## config.mk

```make
export PLATFORM = sky130hd
export DESIGN_NAME = cpm_block_to_track_sector_flat
export DESIGN_NICKNAME = d
export VERILOG_FILES = /design/src/design/cbts_pkg.sv /design/src/design/cbts_ifs.sv /design/src/design/cpm_block_to_track_sector.sv /design/src/design/cbts_front.sv /design/src/design/cbts_fifo.sv /design/src/design/cbts_back.sv /design/src/flat_wrapper.sv
export VERILOG_INCLUDE_DIRS = /design/src /design/src/design
export SDC_FILE = /design/constraint.sdc
export NUM_CORES = 1
export LEC_CHECK = 0
export BUFFER_PORTS_ARGS = -buffer_cell sky130_fd_sc_hd__buf_2
export CAP_MARGIN = 20
export CELL_PAD_IN_SITES_DETAIL_PLACEMENT = 1
export CELL_PAD_IN_SITES_GLOBAL_PLACEMENT = 2
export CORE_UTILIZATION = 43
export DETAILED_ROUTE_END_ITERATION = 8
export PLACE_DENSITY_LB_ADDON = 0.1
export SLEW_MARGIN = 20
export SYNTH_ARGS = -nofsm -noshare
export SYNTH_HDL_FRONTEND = slang
export SYNTH_SLANG_ARGS = --single-unit
```

## constraint.sdc

```tcl
create_clock -name clk -period 26.2 [get_ports clk]
set_input_delay 5.24 -clock clk [delete_from_list [all_inputs] [get_ports clk]]
set_output_delay 5.24 -clock clk [all_outputs]
set_load 0.01 [all_outputs]
```

## src/design/cpm_block_to_track_sector_assert.svh

```systemverilog
// ----------------------------------------------------------------------------
// CP/M block translator assertion macros
// Shared property shapes; the using module supplies clk and rst.
// ----------------------------------------------------------------------------
`ifndef CPM_BLOCK_TO_TRACK_SECTOR_ASSERT_SVH
`define CPM_BLOCK_TO_TRACK_SECTOR_ASSERT_SVH

// Consequent must hold in the same cycle as the antecedent.
`define CBTS_ASSERT_NOW(label, ante, cons) \
  label: assert property (@(posedge clk) disable iff (rst) (ante) |-> (cons)) \
    else $error("cbts: same-cycle check failed");

// Consequent must hold in the cycle after the antecedent.
`define CBTS_ASSERT_NEXT(label, ante, cons) \
  label: assert property (@(posedge clk) disable iff (rst) (ante) |=> (cons)) \
    else $error("cbts: next-cycle check failed");

`endif

```

## src/design/cbts_pkg.sv

```systemverilog
// ----------------------------------------------------------------------------
// cbts_pkg
// Widths, format codes, zone tables and helpers of the block translator.
// ----------------------------------------------------------------------------
package cbts_pkg;

  localparam int MAX_SPB_DEF = 8;
  localparam int QUEUE_DEPTH = 2;

  localparam int BLK_W  = 13;
  localparam int IDX_W  = 16;
  localparam int TRK_W  = 7;
  localparam int SEC_W  = 5;
  localparam int FMT_W  = 2;
  localparam int SPB_W  = 4;
  localparam int X_W    = 10;   // index within one zone or c64 area
  localparam int Q_W    = 5;    // track offset within a zone
  localparam int DIV_W  = 5;    // sectors per track
  localparam int RCP_W  = 12;
  localparam int RCP_SHIFT  = 16;
  localparam int SKEW_W     = 7;
  localparam int SKEW       = 5;
  localparam int SKEW_STEPS = 4;

  localparam logic [FMT_W-1:0] FMT_NONE    = 2'd0;
  localparam logic [FMT_W-1:0] FMT_C64     = 2'd1;
  localparam logic [FMT_W-1:0] FMT_C128_SS = 2'd2;
  localparam logic [FMT_W-1:0] FMT_C128_DS = 2'd3;

  localparam logic [IDX_W-1:0] C64_SIZE     = 16'd544;
  localparam logic [IDX_W-1:0] SIDE_SIZE    = 16'd680;
  localparam logic [IDX_W-1:0] DS_SIZE      = 16'd1360;
  // first logical index of zones one to three within a side
  localparam logic [IDX_W-1:0] ZONE_END0    = 16'd355;
  localparam logic [IDX_W-1:0] ZONE_END1    = 16'd487;
  localparam logic [IDX_W-1:0] ZONE_END2    = 16'd595;

  localparam logic [TRK_W-1:0] C64_FIRST    = 7'd3;
  localparam logic [TRK_W-1:0] C64_DIR      = 7'd18;
  localparam logic [TRK_W-1:0] SIDE_TRACKS  = 7'd35;
  localparam logic [TRK_W-1:0] MAX_TRACK    = 7'd70;
  localparam logic [SEC_W-1:0] MAX_SECTOR   = 5'd20;

  typedef logic [1:0] zone_t;
  localparam zone_t ZN_21 = 2'd0;
  localparam zone_t ZN_19 = 2'd1;
  localparam zone_t ZN_18 = 2'd2;
  localparam zone_t ZN_17 = 2'd3;

  typedef struct packed {
    logic             illegal;
    logic             c64;
    logic             side;
    zone_t            zone;
    logic [X_W-1:0]   x;
    logic [Q_W-1:0]   q;
    logic             last;
  } stage_t;

  function automatic logic [DIV_W-1:0] zone_per(input zone_t z);
    case (z)
      ZN_21:   return 5'd21;
      ZN_19:   return 5'd19;
      ZN_18:   return 5'd18;
      default: return 5'd17;
    endcase
  endfunction

  // floor(2^16 / sectors per track)
  function automatic logic [RCP_W-1:0] zone_rcp(input zone_t z);
    case (z)
      ZN_21:   return 12'd3120;
      ZN_19:   return 12'd3449;
      ZN_18:   return 12'd3640;
      default: return 12'd3855;
    endcase
  endfunction

  function automatic logic [TRK_W-1:0] zone_first(input zone_t z);
    case (z)
      ZN_21:   return 7'd1;
      ZN_19:   return 7'd18;
      ZN_18:   return 7'd25;
      default: return 7'd31;
    endcase
  endfunction

  // subtract to get the in-zone index; zone zero skips two reserved sectors, zone one skips one
  function automatic logic [X_W-1:0] zone_base(input zone_t z);
    case (z)
      ZN_21:   return X_W'(-2);
      ZN_19:   return 10'd354;
      ZN_18:   return 10'd487;
      default: return 10'd595;
    endcase
  endfunction

  // (5 * r) mod d, with r below d
  function automatic logic [SEC_W-1:0] skew_sector(input logic [SEC_W-1:0] r,
                                                   input logic [DIV_W-1:0] d);
    logic [SKEW_W-1:0] v;
    v = SKEW_W'(r) * SKEW_W'(SKEW);
    for (int i = 0; i < SKEW_STEPS; i++) begin
      if (v >= SKEW_W'(d)) begin
        v = v - SKEW_W'(d);
      end
    end
    return v[SEC_W-1:0];
  endfunction

endpackage

```

## src/design/cbts_ifs.sv

```systemverilog
// ----------------------------------------------------------------------------
// cbts channel interfaces
// Block word channel and sector word channel, valid/ready handshake.
// ----------------------------------------------------------------------------
interface cbts_req_if;
  import cbts_pkg::*;
  logic             valid;
  logic             ready;
  logic [BLK_W-1:0] block_number;
  modport source (output valid, output block_number, input ready);
  modport sink   (input valid, input block_number, output ready);
endinterface

interface cbts_rsp_if;
  import cbts_pkg::*;
  logic             valid;
  logic             ready;
  logic [TRK_W-1:0] track;
  logic [SEC_W-1:0] sector;
  logic             illegal;
  logic             last_sector;
  modport source (output valid, output track, output sector, output illegal,
                  output last_sector, input ready);
  modport sink   (input valid, input track, input sector, input illegal,
                  input last_sector, output ready);
endinterface

```

## src/design/cpm_block_to_track_sector.sv

```systemverilog
// ----------------------------------------------------------------------------
// cpm_block_to_track_sector
// Each block word on req names a CP/M logical block. The block expands it
// into sectors_per_block sector words on rsp (saturated at
// MAX_SECTORS_PER_BLOCK, none for a count of zero), each a track/sector pair
// for the configured disk format, with last_sector set on the final one and
// illegal set, track and sector 0, where the sector lies outside the layout.
// rsp delivers one sector word per cycle unless rsp stalls; the sequencer in
// the back part walks each block sector by sector. The front takes a new
// block word every cycle while its two-entry queue has room, so blocks follow
// one another without gaps. A sector word passes the sequencer, sa, sb and
// the output register. No clearing pass: the block is ready right after reset.
// disk_format (offset 0) and sectors_per_block (offset 4) are set over APB;
// the user must do so only while no work is outstanding; it is not enforced.
// ----------------------------------------------------------------------------
module cpm_block_to_track_sector #(
  parameter int MAX_SECTORS_PER_BLOCK = cbts_pkg::MAX_SPB_DEF
) (
  input  logic        clk,
  input  logic        rst,
  cbts_req_if.sink    req,
  cbts_rsp_if.source  rsp,
  input  logic        psel,
  input  logic        penable,
  input  logic        pwrite,
  input  logic [2:0]  paddr,
  input  logic [31:0] pwdata,
  output logic [31:0] prdata,
  output logic        pready
);
  import cbts_pkg::*;

  localparam int  CW  = $clog2(MAX_SECTORS_PER_BLOCK + 1);
  localparam int  QW  = IDX_W + CW;
  // register select is the word offset bit of paddr
  localparam logic REG_FORMAT = 1'b0;
  localparam logic REG_SPB    = 1'b1;

  logic [FMT_W-1:0] disk_format;
  logic [SPB_W-1:0] sectors_per_block;
  logic             wr_en;

  logic             push;
  logic [IDX_W-1:0] push_start;
  logic [CW-1:0]    push_count;
  logic             q_full;
  logic             q_valid;
  logic             pop;
  logic [QW-1:0]    q_rdata;

  // configuration registers: write at the access phase, no wait states
  assign pready = 1'b1;
  assign wr_en  = psel && penable && pwrite && pready;

  always_ff @(posedge clk) begin
    if (rst) begin
      disk_format       <= FMT_NONE;
      sectors_per_block <= SPB_W'(1);
    end else if (wr_en) begin
      case (paddr[2])
        REG_FORMAT: disk_format       <= pwdata[FMT_W-1:0];
        REG_SPB:    sectors_per_block <= pwdata[SPB_W-1:0];
        default:    disk_format       <= disk_format;
      endcase
    end
  end

  always_comb begin
    case (paddr[2])
      REG_FORMAT: prdata = 32'(disk_format);
      REG_SPB:    prdata = 32'(sectors_per_block);
      default:    prdata = '0;
    endcase
  end

  // front: accept block words, scale to first sector and count
  cbts_front #(
    .MAX_SECTORS_PER_BLOCK (MAX_SECTORS_PER_BLOCK)
  ) u_front (
    .req               (req),
    .sectors_per_block (sectors_per_block),
    .q_full            (q_full),
    .push              (push),
    .push_start        (push_start),
    .push_count        (push_count)
  );

  // queue: decouple block acceptance from sector output
  cbts_fifo #(
    .W     (QW),
    .DEPTH (QUEUE_DEPTH)
  ) u_queue (
    .clk   (clk),
    .rst   (rst),
    .push  (push),
    .wdata ({push_start, push_count}),
    .full  (q_full),
    .pop   (pop),
    .valid (q_valid),
    .rdata (q_rdata)
  );

  // back: walk the sectors and translate each one
  cbts_back #(
    .MAX_SECTORS_PER_BLOCK (MAX_SECTORS_PER_BLOCK)
  ) u_back (
    .clk         (clk),
    .rst         (rst),
    .disk_format (disk_format),
    .q_valid     (q_valid),
    .q_start     (q_rdata[QW-1:CW]),
    .q_count     (q_rdata[CW-1:0]),
    .pop         (pop),
    .rsp         (rsp)
  );

endmodule

```

## src/design/cbts_front.sv

```systemverilog
// ----------------------------------------------------------------------------
// cbts_front
// Accept block words, scale them to a first physical sector and a count.
// ----------------------------------------------------------------------------
module cbts_front #(
  parameter int MAX_SECTORS_PER_BLOCK = cbts_pkg::MAX_SPB_DEF
) (
  cbts_req_if.sink                                  req,
  input  logic [cbts_pkg::SPB_W-1:0]                sectors_per_block,
  input  logic                                      q_full,
  output logic                                      push,
  output logic [cbts_pkg::IDX_W-1:0]                push_start,
  output logic [$clog2(MAX_SECTORS_PER_BLOCK+1)-1:0] push_count
);
  import cbts_pkg::*;

  localparam int CW     = $clog2(MAX_SECTORS_PER_BLOCK + 1);
  localparam int PROD_W = (BLK_W + CW > IDX_W) ? BLK_W + CW : IDX_W;

  logic [PROD_W-1:0] prod;

  assign req.ready = !q_full;

  always_comb begin
    // saturate the count at the supported maximum
    if (32'(sectors_per_block) > MAX_SECTORS_PER_BLOCK) begin
      push_count = CW'(MAX_SECTORS_PER_BLOCK);
    end else begin
      push_count = CW'(sectors_per_block);
    end
    prod       = PROD_W'(req.block_number) * PROD_W'(push_count);
    push_start = IDX_W'(prod);
    // a zero count makes no sectors: drop the word
    push       = req.valid && req.ready && (push_count != '0);
  end

endmodule

```

## src/design/cbts_fifo.sv

```systemverilog
// ----------------------------------------------------------------------------
// cbts_fifo
// Small register queue between the front and the back.
// ----------------------------------------------------------------------------
module cbts_fifo #(
  parameter int W     = 1,
  parameter int DEPTH = cbts_pkg::QUEUE_DEPTH
) (
  input  logic         clk,
  input  logic         rst,
  input  logic         push,
  input  logic [W-1:0] wdata,
  output logic         full,
  input  logic         pop,
  output logic         valid,
  output logic [W-1:0] rdata
);
  localparam int AW   = (DEPTH > 1) ? $clog2(DEPTH) : 1;
  localparam int CNTW = $clog2(DEPTH + 1);

  logic [W-1:0]    mem [DEPTH];
  logic [AW-1:0]   wr_ptr;
  logic [AW-1:0]   rd_ptr;
  logic [CNTW-1:0] fill;

  assign full  = (fill == CNTW'(DEPTH));
  assign valid = (fill != '0);
  assign rdata = mem[rd_ptr];

  always_ff @(posedge clk) begin
    if (push) begin
      mem[wr_ptr] <= wdata;
    end
  end

  always_ff @(posedge clk) begin
    if (rst) begin
      wr_ptr <= '0;
      rd_ptr <= '0;
      fill   <= '0;
    end else begin
      if (push) begin
        wr_ptr <= (wr_ptr == AW'(DEPTH - 1)) ? '0 : wr_ptr + 1'b1;
      end
      if (pop) begin
        rd_ptr <= (rd_ptr == AW'(DEPTH - 1)) ? '0 : rd_ptr + 1'b1;
      end
      case ({push, pop})
        2'b10:   fill <= fill + 1'b1;
        2'b01:   fill <= fill - 1'b1;
        default: fill <= fill;
      endcase
    end
  end

endmodule

```

## src/design/cbts_back.sv

```systemverilog
// ----------------------------------------------------------------------------
// cbts_back
// Step through the sectors of each queued block and map each to a
// track/sector pair in a short pipeline ending in the output register.
// ----------------------------------------------------------------------------
module cbts_back #(
  parameter int MAX_SECTORS_PER_BLOCK = cbts_pkg::MAX_SPB_DEF
) (
  input  logic                                      clk,
  input  logic                                      rst,
  input  logic [cbts_pkg::FMT_W-1:0]                disk_format,
  input  logic                                      q_valid,
  input  logic [cbts_pkg::IDX_W-1:0]                q_start,
  input  logic [$clog2(MAX_SECTORS_PER_BLOCK+1)-1:0] q_count,
  output logic                                      pop,
  cbts_rsp_if.source                                rsp
);
  import cbts_pkg::*;
  `include "cpm_block_to_track_sector_assert.svh"

  localparam int CW = $clog2(MAX_SECTORS_PER_BLOCK + 1);

  // sequencer
  logic             busy;
  logic [IDX_W-1:0] cur;
  logic [CW-1:0]    left;
  logic             seq_last;
  logic             en;

  // pipeline
  stage_t sa, sb, a_next, b_next;
  logic   va, vb;

  logic [IDX_W-1:0]       side_base;
  logic                   side_hit;
  zone_t                  zone_a;
  logic [X_W+RCP_W-1:0]   prod_b;

  logic [DIV_W-1:0]       d_c;
  logic [X_W-1:0]         mul_c;
  logic [X_W-1:0]         rem_c;
  logic [Q_W-1:0]         q_c;
  logic [SEC_W-1:0]       r_c;
  logic [TRK_W-1:0]       trk_c;
  logic [SEC_W-1:0]       sec_c;

  // the whole pipeline advances when the output register can take a word
  assign en       = !rsp.valid || rsp.ready;
  assign seq_last = (left == CW'(1));
  assign pop      = en && (!busy || seq_last) && q_valid;

  always_ff @(posedge clk) begin
    if (rst) begin
      busy <= 1'b0;
      left <= '0;
    end else if (en) begin
      if (pop) begin
        busy <= 1'b1;
        left <= q_count;
      end else if (busy) begin
        busy <= !seq_last;
        left <= left - 1'b1;
      end
    end
  end

  always_ff @(posedge clk) begin
    if (en) begin
      if (pop) begin
        cur <= q_start;
      end else if (busy) begin
        cur <= cur + 1'b1;
      end
    end
  end

  // classify: format, side, zone and index within the zone
  always_comb begin
    a_next      = '0;
    a_next.last = seq_last;
    side_hit    = (cur >= SIDE_SIZE);
    side_base   = side_hit ? SIDE_SIZE : '0;
    if (cur < side_base + ZONE_END0) begin
      zone_a = ZN_21;
    end else if (cur < side_base + ZONE_END1) begin
      zone_a = ZN_19;
    end else if (cur < side_base + ZONE_END2) begin
      zone_a = ZN_18;
    end else begin
      zone_a = ZN_17;
    end
    case (disk_format)
      FMT_C64: begin
        a_next.illegal = (cur >= C64_SIZE);
        a_next.c64     = 1'b1;
        a_next.zone    = ZN_17;
        a_next.x       = cur[X_W-1:0];
      end
      FMT_C128_SS, FMT_C128_DS: begin
        a_next.illegal = side_hit && !((disk_format == FMT_C128_DS) && (cur < DS_SIZE));
        a_next.side    = side_hit;
        a_next.zone    = zone_a;
        a_next.x       = cur[X_W-1:0] - zone_base(zone_a) - side_base[X_W-1:0];
      end
      default: begin
        a_next.illegal = 1'b1;
      end
    endcase
  end

  // quotient estimate by reciprocal, low by at most one
  always_comb begin
    prod_b   = (X_W+RCP_W)'(sa.x) * (X_W+RCP_W)'(zone_rcp(sa.zone));
    b_next   = sa;
    b_next.q = prod_b[RCP_SHIFT +: Q_W];
  end

  // correct the quotient, then build track and sector
  always_comb begin
    d_c   = zone_per(sb.zone);
    mul_c = X_W'(sb.q) * X_W'(d_c);
    rem_c = sb.x - mul_c;
    q_c   = sb.q;
    if (rem_c >= X_W'(d_c)) begin
      q_c   = sb.q + 1'b1;
      rem_c = rem_c - X_W'(d_c);
    end
    r_c = rem_c[SEC_W-1:0];
    if (sb.c64) begin
      trk_c = TRK_W'(q_c) + C64_FIRST;
      if (trk_c >= C64_DIR) begin
        trk_c = trk_c + 1'b1;   // hop over the directory track
      end
      sec_c = r_c;
    end else begin
      trk_c = zone_first(sb.zone) + TRK_W'(q_c) + (sb.side ? SIDE_TRACKS : '0);
      sec_c = skew_sector(r_c, d_c);
    end
    if (sb.illegal) begin
      trk_c = '0;
      sec_c = '0;
    end
  end

  always_ff @(posedge clk) begin
    if (rst) begin
      va        <= 1'b0;
      vb        <= 1'b0;
      rsp.valid <= 1'b0;
    end else if (en) begin
      va        <= busy;
      vb        <= va;
      rsp.valid <= vb;
    end
  end

  always_ff @(posedge clk) begin
    if (en) begin
      sa              <= a_next;
      sb              <= b_next;
      rsp.track       <= trk_c;
      rsp.sector      <= sec_c;
      rsp.illegal     <= sb.illegal;
      rsp.last_sector <= sb.last;
    end
  end

  `CBTS_ASSERT_NOW(a_busy_has_count, busy, (left != '0))
  `CBTS_ASSERT_NEXT(a_stall_holds_pipe, !en, ($stable(va) && $stable(vb) && $stable(busy)))
  `CBTS_ASSERT_NOW(a_pop_needs_word, pop, q_valid)
  `CBTS_ASSERT_NOW(a_illegal_is_zero, (rsp.valid && rsp.illegal),
                   ((rsp.track == '0) && (rsp.sector == '0)))
  `CBTS_ASSERT_NOW(a_legal_in_range, (rsp.valid && !rsp.illegal),
                   ((rsp.track != '0) && (rsp.track <= MAX_TRACK) && (rsp.sector <= MAX_SECTOR)))

endmodule

```

## src/flat_wrapper.sv

```systemverilog
// flat-port wrapper written by rule: the top's interface ports become plain ports
module cpm_block_to_track_sector_flat import cbts_pkg::*;
#(
  parameter int MAX_SECTORS_PER_BLOCK = cbts_pkg::MAX_SPB_DEF
)
  (clk, rst, psel, penable, pwrite, paddr, pwdata, prdata, pready, req_valid, req_block_number, req_ready, rsp_valid, rsp_track, rsp_sector, rsp_illegal, rsp_last_sector, rsp_ready);
  cbts_req_if req_i ();
  cbts_rsp_if rsp_i ();
  input  logic clk;
  input  logic rst;
  input  logic psel;
  input  logic penable;
  input  logic pwrite;
  input  logic [2:0] paddr;
  input  logic [31:0] pwdata;
  output logic [31:0] prdata;
  output logic pready;
  input wire logic [$bits(req_i.valid)-1:0] req_valid;
  input wire logic [$bits(req_i.block_number)-1:0] req_block_number;
  output wire logic [$bits(req_i.ready)-1:0] req_ready;
  output wire logic [$bits(rsp_i.valid)-1:0] rsp_valid;
  output wire logic [$bits(rsp_i.track)-1:0] rsp_track;
  output wire logic [$bits(rsp_i.sector)-1:0] rsp_sector;
  output wire logic [$bits(rsp_i.illegal)-1:0] rsp_illegal;
  output wire logic [$bits(rsp_i.last_sector)-1:0] rsp_last_sector;
  input wire logic [$bits(rsp_i.ready)-1:0] rsp_ready;
  assign req_i.valid = req_valid;
  assign req_i.block_number = req_block_number;
  assign req_ready = req_i.ready;
  assign rsp_valid = rsp_i.valid;
  assign rsp_track = rsp_i.track;
  assign rsp_sector = rsp_i.sector;
  assign rsp_illegal = rsp_i.illegal;
  assign rsp_last_sector = rsp_i.last_sector;
  assign rsp_i.ready = rsp_ready;
  cpm_block_to_track_sector #(.MAX_SECTORS_PER_BLOCK(MAX_SECTORS_PER_BLOCK)) u_core (.clk(clk), .rst(rst), .req(req_i), .rsp(rsp_i), .psel(psel), .penable(penable), .pwrite(pwrite), .paddr(paddr), .pwdata(pwdata), .prdata(prdata), .pready(pready));
endmodule
```

# == Yosys cells after proc, flatten, opt, wreduce, memory -nomap -nowiden ==
# Memory sizes are Yosys's and may differ from the RTL's. A register that Yosys moved wholly into a read port is not among the register bits.
# Index checks and enable logic that the tools add are counted.
# totals
mem_bits_rw,40
memories,1
inputBits,55
regBits,85
wordCells,149
# op_classes
n_lt_le_gt_ge,13
add_sub_neg,22
bitwise_logic,1
eq_ne,13
n_reduce_logical,26
mul,4
muxes,41
# memory_table
name,words,word_bits,rd,rd_ports_with_merged_regs,wr,line,text
u_core.u_queue.mem,2,20,1,1,1,cbts_fifo.sv:21,logic [W-1:0] mem [DEPTH];
# ops
op,n
one-hot mux 32 bit (2 select lines),1
2-to-1 mux 7 bit,9
one-hot mux 10 bit (3 select lines),2
< comparator 16 x 11 -> 1 bit,3
greater-or-equal comparator 16 x 10 -> 1 bit (second input constant),2
2-to-1 mux 16 bit,2
subtractor 10 bit,3
greater-or-equal comparator 7 x 5 -> 1 bit,4
one-hot mux 12 bit (2 select lines),1
adder 10 x 9 -> 11 bit (second input constant),2
multiplier 10 x 12 -> 21 bit,1
subtractor 7 x 5 -> 7 bit,3
2-to-1 mux 10 bit,2
2-to-1 mux 5 bit,4
adder 16 x 1 -> 16 bit (second input constant),1
< comparator 16 x 11 -> 1 bit (second input constant),1
multiplier 13 x 4 -> 16 bit,1
one-hot mux 5 bit (3 select lines),1
equality test 2 bit (second input constant),7
2-to-1 mux 4 bit,3
adder 10 x 10 -> 11 bit (second input constant),1
equality test 2 x 1 -> 1 bit (second input constant),5
greater-or-equal comparator 10 x 5 -> 1 bit,1
multiplier 5 x 5 -> 10 bit,1
29 further kinds,59

# == Longest topological paths before layout ==
# logic_depth
word_depth,19
ltp_mapped,59
depth_no_buf,57

# == By module ==
# A second synthesis with hierarchy kept.
# unflattened
cells_unflattened,1480
area_unflattened_um2,14013.4
# by_module_without_submodules
mod,cells_each,area_each_um2,n_inst
cbts_back,1131,10266.1,1
cbts_fifo,84,1644.1,1
cbts_front,203,1562.7,1
cpm_block_to_track_sector,62,540.5,1

# == Worst setup path before layout ==
# OpenSTA, ideal clock, no wires.
# synth_path
path_kind,register to register
startpoint,reg u_core.u_back.sb[16] (netlist name)
endpoint,"reg u_core.u_back.rsp.sector[2], data pin"
t_required_ps,25946
setup_time_ps,254
path_slack_ps,13965
path_stages_with_launch,55
arrival_time_ps,11981
n_path_buf,3
period_less_slack_ps,12235
path_cell_list,edfxtp_1 inv_1 ha_1 nand2_1 fa_1 inv_1 ha_1 fa_1 inv_1 ha_1 clkbuf_1 nand4_1 o211ai_1 mux2_2 a2111oi_4 nand2_1 buf_6 mux2i_1 (+19 left out) a2bb2oi_2 mux2_2 ha_1 a21o_1 a21o_1 a211oi_4 o21bai_1 mux2_2 ha_1 nand2b_1 a21oi_1 nor2b_1 or2_2 a311o_1 a211oi_2 o21ai_2 mux2_2 o21a_1
# synth_between
elab_chain_cells,19
word_cells_on_any_way,26
# synth_lines
item,line,text
start: declaration,cbts_back.sv:31,"stage_t sa, sb, a_next, b_next;"
start signal: assignment,cbts_back.sv:160,sb <= b_next;
"equality test 2 bit, or another cell as far along",cbts_pkg.sv:61,case (z)
one-hot mux 3 bit (3 select lines) (*),cbts_pkg.sv:61,
multiplier 5 x 5 -> 10 bit,cbts_back.sv:121,mul_c = X_W'(sb.q) * X_W'(d_c);
subtractor 10 bit,cbts_back.sv:122,rem_c = sb.x - mul_c;
greater-or-equal comparator 10 x 5 -> 1 bit or subtractor 5 bit (tied branches),"cbts_back.sv:124, cbts_back.sv:126",
2-to-1 mux 5 bit,cbts_back.sv:124,if (rem_c >= X_W'(d_c)) begin
multiplier 5 x 3 -> 7 bit,cbts_pkg.sv:102,v = SKEW_W'(r) * SKEW_W'(SKEW);
subtractor 7 x 5 -> 7 bit or greater-or-equal comparator 7 x 5 -> 1 bit (tied branches),"cbts_pkg.sv:105, cbts_pkg.sv:104",
(+3 left out),--,
2-to-1 mux 7 bit,cbts_pkg.sv:104,if (v >= SKEW_W'(d)) begin
2-to-1 mux 7 bit,cbts_back.sv:129,if (sb.c64) begin
subtractor 7 x 5 -> 7 bit or greater-or-equal comparator 7 x 5 -> 1 bit (tied branches),"cbts_pkg.sv:105, cbts_pkg.sv:104",
2-to-1 mux 7 bit,cbts_pkg.sv:104,
2-to-1 mux 7 bit,cbts_back.sv:129,
greater-or-equal comparator 7 x 5 -> 1 bit or subtractor 5 bit (tied branches),"cbts_pkg.sv:104, cbts_pkg.sv:105",
2-to-1 mux 5 bit,cbts_pkg.sv:104,
2-to-1 mux 5 bit (*),cbts_back.sv:129,
end signal: assignment,cbts_back.sv:162,rsp.sector <= sec_c;
end: declaration,cbts_ifs.sv:22,"modport source (output valid, output track, output sector, output illegal,"
# Mark *: on every way between the ends. The rest lies on a longest branch, timed or not. The select of a mux whose other input is x is not followed.
# A chain may end at the register's enable or synchronous reset.

# == Final worst setup path ==
# Same ends and word-level chain as after synthesis.

==> results.txt <==
Routed len/inst = 16.24 um
CTS tree = yes
Slew Limit Fails = 0
Least-Margin Pin Slew = 0.9555 ns
Min Hold Slack = 0.4200 ns
Sequential element share of the synthesized area = 25.45%
FF+latch count, synth = 126
Post-DR vias/cell = 5.186
Finish-stage setup viols = 0
Final Hold Fails = 0
Diodes inserted = 0
Distinct cells, synth = 94
Worst slew margin = 35.84%
DIE HEIGHT = 183.2 um
Post-synth top area cell = edfxtp_1
YS warnings = 0
Initial Utilization = 44.18%
Max Fclk = 69.12 MHz
Post-route ant nets = 0
Final Core Density = 47.58%
Largest net degree at the start of global routing = 55
Chip width = 183.2 um
Unrepaired setup endpoints after global routing = no
Synth Instances = 1,474
Share of post-route cells with drive strength above 1 = 8.995%
Avg Cell Area, Syn = 9.579 um2
Critical path's top delay family = compound AO/OA/AOI/OAI gates
Outcome = complete, no violations
Via count = 10,098
Cts-stage hold buffer count = 0
CP Launch Type = flop
Ys async rst share = 0%
Fin crit period = 14.47 ns
Fin Setup TNS = 0 ns
First-pass GRT wire length = 54.53 mm
Top FF cell, synth = edfxtp_1
Vias in the first global route = 10,868
Post-CTS setup buffer count = 0
Worst path required time = 26.38 ns
HP Class = flop to flop
Total grt overflow = 0
Fin area = 0.01521 mm2
IO Port Bufs = 44
Most used cell, CP = ha_1
Max Cap Viol = 0
Drt first pass iters = 4
Root buf cell = clkbuf_16
CTS max path bufs = 2
Number of H-tree levels = 4
WS Path Type = flop to flop
Residual DRC = 0
DRT iter0 DRCs = 332
Hpwl dp = 25.67 mm
Routed WL = 31.62 mm
Post_cts resized = 0
Nets@finish = 1,829
Worst path bufs/invs = 7
Crit. End Element = flop
Clk sinks = 126
Max incr delay on CP = 0.56 ns
Die Area = 0.03357 mm2
Clk_lat worst skew = 0.44 ns
Critical path arrival = 14.65 ns
Cell Rows = 65
Core ar. = 0.03196 mm2
Critical Path Slowest Stage Cell = fa_1
GPL Wtd Cong = 0.8161
Global-route usage over all layers = 20.34%
Antenna violations before repair = 0
Max FO, Critical Path = 11
Post-synth EDFFs = 107
Top cell type's share of synthesized area = 22.76%
Syn-to-layout area delta = 7.701%
Top-Level Pins = 104
Post-Route Skew = 0.01633 ns
Dominant cells by area after synthesis = edfxtp_1 23%, fa_1 16%, ha_1 15%
Area after DPL = 0.01463 mm2
Tcrit/Tclk final = 55.22%
TritonCTS Buffers = 17
Reg clk slew, reported paths = 0.06 ns
Syn Std Cell Area = 0.01412 mm2
layout by cell type, fill, tap and decap left out, types with 6 or more instances in the layout:
cell type and instances:
a21o_1 28, a21oi_1 78, a22o_1 13, and2_1 46
and3_1 11, buf_2 44, buf_4 6, clkbuf_16 17
conb_1 29, dfxtp_1 18, edfxtp_1 107, fa_1 110
ha_1 165, inv_1 232, inv_6 6, mux2_2 12
mux2i_1 35, nand2_1 102, nand2b_1 13, nand3_1 24
nand4_1 9, nor2_1 91, nor2b_1 28, nor3_1 15
o21a_1 8, o21ai_0 40, o21bai_1 9, or2_2 8
xnor2_1 64, xor2_1 23
area by class of cell:
cell class,instances,area (um2)
Fill cell,3690,16750
Clock buffer,18,432.9
Timing Repair Buffer,51,292.8
Multi-Input combinational cell,1070,9350
Inverter,233,874.6
Clock inverter,14,117.6
Tap cell,435,544.3
Sequential cell,126,3595
routing by layer:
| metal | global-route usage, % | vias up | part of all wire, % |
|---|---|---|---|
| li1 | - | 4958 | - |
| met1 | 26.07 | 4986 | 47 |
| met2 | 35.63 | 117 | 49 |
| met3 | 3.276 | 37 | 2.2 |
| met4 | 5.000 | 0 | 1.5 |
| met5 | 0 | - | 0 |
state kept, by name, summed over array words and instances, names as in the netlist, 2 cells and up, named ones only:
register,flops
u_core.disk_format,2
u_core.sectors_per_block,4
u_core.u_back.b_next,16
u_core.u_back.cur,16
u_core.u_back.left,4
u_core.u_back.rsp.sector,5
u_core.u_back.rsp.track,7
u_core.u_back.sb,21
u_core.u_queue.fill,2
u_core.u_queue.mem,40
worst reg2reg max path: cells and delay by family (launching register included):
family	cells	cell delay [ns]
flip-flops	1	0.38
AND/OR/NAND/NOR	10	1.87
AO/OA/AOI/OAI	19	4.19
adder cells (fa/ha/maj)	11	4.11
buffers and inverters	7	0.83
multiplexers	7	2.84
synth_stat cells, types with 4 or more instances:
| cell | n |
|---|---|
| inv_1 | 233 |
| nand4_1 | 9 |
| nand3_1 | 24 |
| nor2b_1 | 28 |
| a21o_1 | 28 |
| or3_1 | 5 |
| a2111oi_0 | 4 |
| and3_1 | 11 |
| a31oi_1 | 5 |
| a21oi_1 | 79 |
| xor2_1 | 23 |
| buf_6 | 4 |
| o21bai_1 | 9 |
| mux2_2 | 12 |
| o21ai_0 | 40 |
| nand2b_1 | 13 |
| mux2i_1 | 35 |
| clkbuf_1 | 33 |
| and2_1 | 46 |
| o31a_1 | 5 |
| edfxtp_1 | 107 |
| nor3_1 | 15 |
| fa_1 | 110 |
| or2_2 | 8 |
| xnor2_1 | 64 |
| nand2_1 | 102 |
| a22o_1 | 13 |
| dfxtp_1 | 19 |
| o211ai_1 | 5 |
| buf_1 | 4 |
| buf_4 | 30 |
| ha_1 | 165 |
| nor2_1 | 91 |
| o21a_1 | 8 |
logic make-up after synthesis:
logic type               count (synthesis)  share of synthesized area (%)
AO/OA/AOI/OAI                          251                          12.36
adder cells (fa/ha/maj)                275                          30.22
XOR/XNOR                                89                          5.627
flip-flops                             126                          25.45
AND/OR/NAND/NOR                        374                          13.16
buffers and inverters                  305                          9.127
multiplexers                            52                          4.005
other                                    2                        0.05319
per-stage QoR:
step / setup slack [ns] / cells
after floorplan: 13.96 / 1501
after global placement: 11.85 / 1914
after detailed placement: 11.72 / 1914
after CTS: 11.59 / 1946
after global routing: 10.50 / 1947
final: 11.73 / 1947
worst paths after layout:
check,start,to,slack (ns),depth (start not counted)
setup / recovery,u_core.u_back.sb[16],u_core.u_back.rsp.sector[2],11.73,54
hold / removal,u_core.u_back.b_next[20],u_core.u_back.sb[20],0.42,0
setup reg to reg,u_core.u_back.sb[16],u_core.u_back.rsp.sector[2],11.73,54
hold reg to reg,u_core.u_back.b_next[20],u_core.u_back.sb[20],0.42,0
Power is left out: the tool's default activity adds up to more than one toggle a clock period on the data nets, which glitch-free logic cannot reach.
